<file path="config.mk">
export PLATFORM = sky130hd
export DESIGN_NAME = lpi_div_cell
export DESIGN_NICKNAME = d
export VERILOG_FILES = /design/src/design/lpi_div_cell.sv
export SDC_FILE = /design/constraint.sdc
export NUM_CORES = 1
export LEC_CHECK = 0
export BUFFER_PORTS_ARGS = -buffer_cell sky130_fd_sc_hd__buf_2
export CAP_MARGIN = 20
export CORE_ASPECT_RATIO = 0.75
export CORE_MARGIN = 2
export CORE_UTILIZATION = 39
export CTS_CLUSTER_DIAMETER = 150
export DETAILED_ROUTE_END_ITERATION = 16
export GPL_ROUTABILITY_DRIVEN = 0
export PLACE_DENSITY = 0.75
export RECOVER_POWER = 50
export SYNTH_ARGS = -nofsm -noshare
export SYNTH_HDL_FRONTEND = slang
export SYNTH_SLANG_ARGS = --single-unit
</file>
<file path="constraint.sdc">
create_clock -name clk -period 6.8 [get_ports clk]
set_clock_uncertainty 0.2 [all_clocks]
set_input_delay 1.36 -clock clk [delete_from_list [all_inputs] [get_ports clk]]
set_output_delay 1.36 -clock clk [all_outputs]
set_load 0.01 [all_outputs]
</file>
<file path="src/design/lpi_div_cell.sv">
// one restoring division step: one quotient bit per cell
module lpi_div_cell #(
  parameter int RW     = 67,
  parameter int QW     = 32,
  parameter int SIDE_W = 69
) (
  input  logic              clk,
  input  logic              rst,
  input  logic              en,
  input  logic              vin,
  input  logic [RW-1:0]     rin,
  input  logic [RW-1:0]     din,
  input  logic [QW-1:0]     qin,
  input  logic [SIDE_W-1:0] sin,
  output logic              vout,
  output logic [RW-1:0]     rout,
  output logic [RW-1:0]     dout,
  output logic [QW-1:0]     qout,
  output logic [SIDE_W-1:0] sout
);
  logic [RW:0] t;
  logic [RW:0] diff;
  logic        ge;

  always_comb begin
    t    = {rin, 1'b0};
    diff = t - {1'b0, din};
    ge   = (t >= {1'b0, din});
  end

  always_ff @(posedge clk) begin
    if (rst) vout <= 1'b0;
    else if (en) vout <= vin;
  end

  always_ff @(posedge clk) begin
    if (en) begin
      rout <= ge ? diff[RW-1:0] : t[RW-1:0];
      dout <= din;
      qout <= {qin[QW-2:0], ge};
      sout <= sin;
    end
  end

endmodule

</file>
---- After elaboration in Yosys (flattened, before gate mapping) ----
Index checks and enable logic that the tools add are counted.
W data, S select, Z words.
operators by class
  $add $sub $neg .......................... 1
  $lt $le $gt $ge ......................... 1
  muxes and demuxes ....................... 1
operators with widths
  operator          count
  $ge A68 B67 Y1    1
  $mux W67          1
  $sub A67 B67 Y67  1
storage, ports and cells
  bits in registers ....................... 236
  bits of input ports ..................... 239
  output and inout port bits .............. 236
  word-level logic and storage cells ...... 9

---- Longest topological paths before layout ----
Gate-level depths: netlist (run 1).
  word-level depth ........................ 2
  gate-level depth with buffers ........... 15
  gate-level depth less buffers ........... 13

---- Least setup slack after synthesis (run 1) ----
OpenSTA, ideal clock, no wires.
  path kind ............................... input -> register
  start ................................... input port rin[0]
  end ..................................... register rout[59] (data pin)
  library setup time ...................... 0.135 ns
  arrival ................................. 3.853 ns
  data required time ...................... 6.465 ns
  path slack .............................. 2.612 ns
  stages on the path ...................... 12
  path buffers ............................ 1
  cells stage by stage .................... inv_1 > fa_1 > nand2b_1 > a21oi_1 > o21ai_0 > a2111o_1 > nand3_2 > a31oi_2 > o21ba_1 > buf_6 > or4_1 > nand3_1
on the way
  longest elaborated chain between the ends .. 2
  elaborated cells between the ends (all ways) .. 3
  classes of those cells .................. add/sub (1); order compare (1); mux (1)
RTL lines
  what                                                       RTL line  RTL
  start: declaration                                         11        input logic [RW-1:0] rin,
  $sub A67 B67 Y67 / $ge A68 B67 Y1 (equally long branches)  27, 28
  $mux W67 *                                                 38        rout <= ge ? diff[RW-1:0] : t[RW-1:0];
  end signal: assignment                                     38
  end: declaration                                           16        output logic [RW-1:0] rout,
Every way passes the cells marked *; elsewhere a longest branch is shown, timed or not.
A chain may end at the register's enable or synchronous reset.

---- Final worst setup path (run 1) ----
  start ................................... input port din[21]
  end ..................................... register rout[59] (data pin)
on the way
  longest elaborated chain between the ends .. 2
  elaborated cells between the ends (all ways) .. 3
  classes of those cells .................. add/sub (1); order compare (1); mux (1)
RTL lines
  what                                                       RTL line  RTL
  start: declaration                                         12        input logic [RW-1:0] din,
  $sub A67 B67 Y67 / $ge A68 B67 Y1 (equally long branches)  27, 28
  $mux W67 *                                                 38
Marks and branches as above.

==> results of run 1 <==
==> cells in the final DEF, fill, tap and decap left out, drive strengths merged, types with 8 or more instances in the layout <==
cell	n
clkbuf	143
nand3	18
o21bai	15
nand2b	8
nor2	48
xnor2	35
clkinv	14
nor3	14
nand4	29
xor2	26
ha	67
o21ai	108
edfxtp	235
a21o	32
a21oi	86
a31oi	9
inv	89
nand2	129
buf	358
==> cells by family after synthesis <==
| logic type | share of synthesized area |
|---|---|
| buf+inv | 0.0435 |
| simple gates | 0.109 |
| fa+ha+maj | 0.0703 |
| xor+xnor | 0.0437 |
| flops | 0.580 |
| mux | 0.00164 |
| compound gates | 0.152 |
==> power by group through the flow <==
stage	clock network (mW)	logic (mW)	registers [mW]
after global routing	1.42	0.945	1.84
after detailed placement	0	0.870	1.85
after CTS	1.36	0.874	1.83
final	1.33	0.865	1.83
after global placement	0	0.851	1.85
after floorplan	0	0.400	1.94
==> final cells by class <==
cell class	count	area, um^2	area share
diodes	4	10.0	0.000642
clock buffers	25	604	0.0387
inverters	89	334	0.0214
clock inverters	19	185	0.0119
multi-input cells	715	4610	0.296
flip-flops and latches	236	7080	0.454
repair buffers	476	2270	0.145
well taps	406	508	0.0326
==> flip-flops by register name, indices dropped and copies added, names as in the netlist <==
name,cells
dout,67
sout,69
rout,67
qout,32
vout,1
==> through the flow <==
stage          setup slack [ns]  power, mW  std cells   util  area, um^2
2_1_floorplan              2.61       2.34       1084      -       12200
5_1_grt                    1.67       4.21       1969  0.502       15600
6_report                   1.89       4.03       1970  0.502       15600
3_3_place_gp               1.55       2.70       1922  0.482       15000
4_1_cts                    2.02       4.06       1966  0.507       15700
3_5_place_dp               1.46       2.72       1922  0.482       15000
==> worst max-delay path: cells and delay by family <==
family	cells	cell delay [ns]
compound gates	5	1.94
fa+ha+maj	1	0.45
buf+inv	2	0.15
simple gates	4	1.20
==> metal layers <==
metal  part of all wire  up-vias  GRT usage  routed length, um
met5            0.00031        -          0                 12
met4              0.028        2     0.0661               1080
met3              0.095       66     0.0684               3620
met2               0.45      459      0.348              17300
met1               0.42     4889      0.290              16200
li1                   -     4903          -                  -
==> worst paths after layout <==
path         slack, ns        to    start  cells after the start
max reg2reg       5.95      vout     vout                      2
min reg2reg       0.32      vout     vout                      2
max               1.89  rout[59]  din[21]                     12
min               0.32      vout     vout                      2
==> impl_metrics.csv, run 1 <==
group,metric,value,unit
die,design.portCount,475,
route,routed_via_density,5.24,
clock_network,setup_buffers_after_cts,0,
global_route,global_route_wire_length_before_repair,55.4,mm
setup_path,cp_common_cell,"sky130_fd_sc_hd__a21oi_1",
setup_path,cp-start-kind,"input port",
clock_network,clock_path_buffers,3,
route,routed_wire_length,38.2,mm
die,die_height,157,um
yosys,synth_fp_nets,1391,
sta,setup_failing_eps_final,0,
run_status,outcome,"complete, but fails checks",
yosys,synthesis.yosys.warnings,0,
sta,unrepaired_setup_endpoints_after_global_routing,"no",
power_and_ir_drop,share_of_power_burned_in_combinational_logic,0.215,
die,die_area,32800,um^2
clock_network,post_cts_clock_slew_at_the_launch_and_capture_registers_of_the_worst_setup_and_hold_paths,0.06,ns
clock_network,cts.sink_count,236,
sta,final.setup.tns,0,ns
global_route,grt_start_max_net_pins,121,
route,route.antenna.remaining_nets,0,
clock_network,cts.htree.levels,1,
route,routed-via-count,10300,
power_and_ir_drop,powerDensity,258,nW/um^2
power_and_ir_drop,power.share.sequential,0.454,
finish,fillCellCount,2867,
power_and_ir_drop,vdd_drop_max,0.000155,V
setup_path,critPathRequiredTime,7.00,ns
setup_path,worst-endpoint-arrival,5.11,ns
yosys,synth.cells.most_frequent,"sky130_fd_sc_hd__edfxtp_1 (235), sky130_fd_sc_hd__nand2_1 (129), sky130_fd_sc_hd__o21ai_0 (105), sky130_fd_sc_hd__inv_1 (88), sky130_fd_sc_hd__a21oi_1 (85)",
clock_network,numCtsBuffers,24,
clock_network,clk_latency,0.52,ns
die,row_count,56,
finish,layout_cells_sized_above_1,0.265,
sta,max_freq,0.204,GHz
yosys,yosysTopAreaCell,"sky130_fd_sc_hd__edfxtp_1",
sta,period_share,0.722,
setup_path,end_kind,"flip-flop",
place,detailedPlacementHpwl,30.0,mm
global_route,globalRouteOverflowTotal,0,
yosys,number_of_enable_type_register_cells_in_the_synthesized_netlist,235,
clock_network,cts.root.buffer_cell,"sky130_fd_sc_hd__clkbuf_16",
setup_path,path_class,"input port to flip-flop",
route,dr.first_iter.drc_count,776,
power_and_ir_drop,netSwitchingFraction,0.285,
power_and_ir_drop,clockPowerShare,0.331,
route,post-route-drc-count,0,
finish,area_grow_syn2layout,27.7,%
power_and_ir_drop,power.leakage,6.61,nW
sta,report.final.hold_viol_count,0,
run,drv_cap,1,
setup_path,critical_path.max_stage_delay,0.61,ns
yosys,synth_area_per_inst,11.3,um^2
route,wl_per_cell,19.4,um
yosys,register_area_share_after_synthesis,0.580,
clock_network,postCtsHoldBufs,0,
setup_path,worst-path-max-fanout,9,
global_route,grtUsageTotal,0.220,
yosys,synth_top_cell_area_share,0.578,
yosys,most_numerous_cell_in_the_yosys_netlist,"sky130_fd_sc_hd__edfxtp_1",
die,core,31000,um^2
yosys,synthDistinctLibCells,63,
yosys,ys_seq_elements,236,
global_route,initial_antenna_violation_count,7,
power_and_ir_drop,cellInternalPower,2.88,mW
sta,hold_ws,0.316,ns
die,start_util,0.393,
yosys,synth.area.top_cells,"sky130_fd_sc_hd__edfxtp_1 (58%), sky130_fd_sc_hd__ha_1 (6.9%), sky130_fd_sc_hd__o21ai_0 (4.3%)",
global_route,number_of_global_route_vias_before_repair,9697,
finish,final_nets,1849,
yosys,post_synth_instance_area,12200,um^2
setup_path,path_cells,"clkbuf_1 > inv_1 > ha_1 > nand4_1 > nor3_1 > o2111ai_1 > a211oi_2 > a21oi_1 > o31ai_2 > a21oi_1 > or4_1 > nand3_1",
clock_network,cts_tree,"built",
die,die_width,208,um
setup_path,critical-path-slowest-cell,"sky130_fd_sc_hd__o31ai_2",
sta,worstMarginPinSlew,3.12,ns
sta,timing.slew.headroom,-1.08,
run_status,failed_checks,"capacitance limit, slew limit",
sta,maxSlewViolCount,117,
route,drt_pass1_iterations,5,
clock_network,post_cts_resize_count,0,
yosys,dominantRegCellSynth,"sky130_fd_sc_hd__edfxtp_1",
power_and_ir_drop,p_sw,1.15,mW
sta,final_period_minus_worst_setup_slack,4.91,ns
yosys,syn_inst,1084,
min_path,hp-class,"flip-flop to flip-flop",
place,io_buffers,473,
yosys,ys_async_sr_fraction,0,
Power figures use the tool's default switching activity.
==> inputs of run 2 (changes only) <==
- clock period: 6.8 -> 4.7 ns (I/O delays scaled with it)
==> run 2 against run 1 <==
The flow still finishes with violations (capacitance limit, slew limit). Non-clock buffer count up 18. First-iteration DRC count up 5.4%. Via count up 1.6%. Worst hold slack worse by 0.019 ns. Cell area up 2.0%. Die area unchanged. Highest routed layer unchanged.
==> impl_metrics.csv, run 2 (same netlist as run 1, synthesis figures left out) <==
group,metric,value,unit
run_status,outcome,"complete, but fails checks",
run_status,failed_checks,"capacitance limit, slew limit",
clock_network,cts.sink_count,236,
clock_network,cts_tree,"built",
clock_network,post_cts_resize_count,0,
global_route,number_of_global_route_vias_before_repair,9775,
min_path,hp-class,"flip-flop to flip-flop",
setup_path,worst-endpoint-arrival,4.31,ns
power_and_ir_drop,cellInternalPower,4.35,mW
die,core,31000,um^2
sta,max_freq,0.244,GHz
global_route,globalRouteOverflowTotal,0,
place,pre_cts_slack,0.227,ns
clock_network,numCtsBuffers,25,
die,design.portCount,475,
sta,setup_failing_eps_final,0,
clock_network,setup_buffers_after_cts,0,
power_and_ir_drop,p_sw,1.72,mW
finish,final_cell_mix,"sky130_fd_sc_hd__buf_2 (420), sky130_fd_sc_hd__edfxtp_1 (235), sky130_fd_sc_hd__nand2_1 (129)",
sta,final_critical_path_setup_slack,0.599,ns
place,detailedPlacementHpwl,29.9,mm
route,post-route-drc-count,0,
route,route.antenna.remaining_nets,0,
global_route,met3_usage,0.0634,
finish,utilization,0.513,
finish,final_nets,1868,
finish,regMostFlops,"sout",
sta,final_period_minus_worst_setup_slack,4.10,ns
route,routed-via-count,10500,
setup_path,critPathRequiredTime,4.91,ns
sta,maxSlewViolCount,81,
die,start_util,0.393,
finish,max_ffs_per_register,69,
die,die_width,208,um
route,drt_pass1_iterations,6,
route,wl_per_cell,19.4,um
clock_network,clk_latency,0.54,ns
sta,timing.slew.headroom,-0.469,
global_route,global_route_wire_length_before_repair,56.4,mm
place,io_buffers,473,
sta,final.setup.tns,0,ns
global_route,initial_antenna_violation_count,7,
route,routed_wire_length,38.6,mm
power_and_ir_drop,power.share.sequential,0.435,
finish,layout_cells_sized_above_1,0.319,
sta,unrepaired_setup_endpoints_after_global_routing,"no",
global_route,grt_most_used_layer,"met2",
die,die_height,157,um
global_route,grtUsageTotal,0.224,
clock_network,clock_path_buffers,3,
global_route,grt_start_max_net_pins,84,
run,drv_cap,1,
route,routed_via_density,5.27,
finish,largest_registers,"sout: 69 flops, dout: 67 flops, rout: 67 flops",
setup_path,worst-path-max-fanout,7,
setup_path,cp-start-kind,"input port",
setup_path,slack_of_the_worst_reg_to_reg_path,3.92,ns
power_and_ir_drop,vdd_drop_max,0.000261,V
finish,area_grow_syn2layout,30.3,%
finish,final_common_cell,"sky130_fd_sc_hd__buf_2",
clock_network,post_cts_clock_slew_at_the_launch_and_capture_registers_of_the_worst_setup_and_hold_paths,0.06,ns
clock_network,cts.root.buffer_cell,"sky130_fd_sc_hd__clkbuf_16",
power_and_ir_drop,total_power,6.07,mW
global_route,grt_use_met2,0.358,
setup_path,end_kind,"flip-flop",
clock_network,postCtsHoldBufs,0,
clock_network,cts.htree.levels,1,
die,row_count,56,
sta,report.final.hold_viol_count,0,
power_and_ir_drop,clockPowerShare,0.352,
power_and_ir_drop,power.leakage,6.92,nW
sta,hold_ws,0.297,ns
sta,period_share,0.872,
power_and_ir_drop,powerDensity,381,nW/um^2
global_route,grt_util_met1,0.300,
sta,worstMarginPinSlew,2.20,ns
power_and_ir_drop,share_of_power_burned_in_combinational_logic,0.213,
power_and_ir_drop,netSwitchingFraction,0.283,
setup_path,path_class,"input port to flip-flop",
route,dr.first_iter.drc_count,818,
die,die_area,32800,um^2
## run 2: cell types whose count changed in the layout (fill, tap and decap cells not counted)
cell,change
sky130_fd_sc_hd__clkinvlp_4,+2
sky130_fd_sc_hd__clkinv_1,-4
sky130_fd_sc_hd__clkinv_2,+2
sky130_fd_sc_hd__clkinv_8,-1
sky130_fd_sc_hd__clkbuf_16,+1
sky130_fd_sc_hd__buf_2,+65
sky130_fd_sc_hd__buf_4,+16
sky130_fd_sc_hd__clkbuf_2,+1
sky130_fd_sc_hd__inv_16,+1
sky130_fd_sc_hd__bufinv_16,+2
sky130_fd_sc_hd__diode_2,-1
sky130_fd_sc_hd__clkbuf_1,-66
sky130_fd_sc_hd__buf_12,+1
## run 2: final timing paths
path	from	depth (start not counted)	end
worst max-delay path	din[17]	12	rout[59]
worst max register to register	vout	2	vout
worst min-delay path	vout	2	vout
worst min register to register	vout	2	vout
## run 2: metal layers
metal	vias up	part of all wire
met5	-	0.00091
met4	6	0.021
met3	62	0.096
met2	516	0.46
met1	4966	0.42
li1	4929	-
## run 2: critical path, cell delays in order
cell                        delay (ns)
sky130_fd_sc_hd__clkbuf_1         0.11
sky130_fd_sc_hd__inv_1            0.06
sky130_fd_sc_hd__ha_1             0.40
sky130_fd_sc_hd__nand4_1          0.20
sky130_fd_sc_hd__nor3_1           0.38
sky130_fd_sc_hd__o2111ai_1        0.33
sky130_fd_sc_hd__a211oi_2         0.42
sky130_fd_sc_hd__a21oi_1          0.19
sky130_fd_sc_hd__o31ai_2          0.45
sky130_fd_sc_hd__a21oi_1          0.27
sky130_fd_sc_hd__or4_1            0.45
sky130_fd_sc_hd__nand3_1          0.09
## run 2: power by group through the flow
stage / Combinational (mW) / Sequential, mW / Clock (mW)
floorplan: 0.579 / 2.81 / 0
global placement: 1.25 / 2.68 / 0
global route: 1.41 / 2.66 / 2.26
finish: 1.29 / 2.64 / 2.14
detailed placement: 1.28 / 2.68 / 0
CTS: 1.29 / 2.64 / 2.19
## run 2: area by class of cell
class / count / area, um^2
tap: 406 / 508
antenna: 3 / 7.51
timing repair buffer: 494 / 2490
fill: 2758 / 15100
inverter: 89 / 334
clock buffer: 25 / 626
multi-input combinational: 715 / 4610
sequential: 236 / 7080
clock inverter: 21 / 259
## run 2: per-stage QoR
stage,instances,instance area (um^2)
finish,1989,15900
global route,1988,15900
CTS,1986,16000
detailed placement,1940,15100
global placement,1940,15100
floorplan,1084,12200
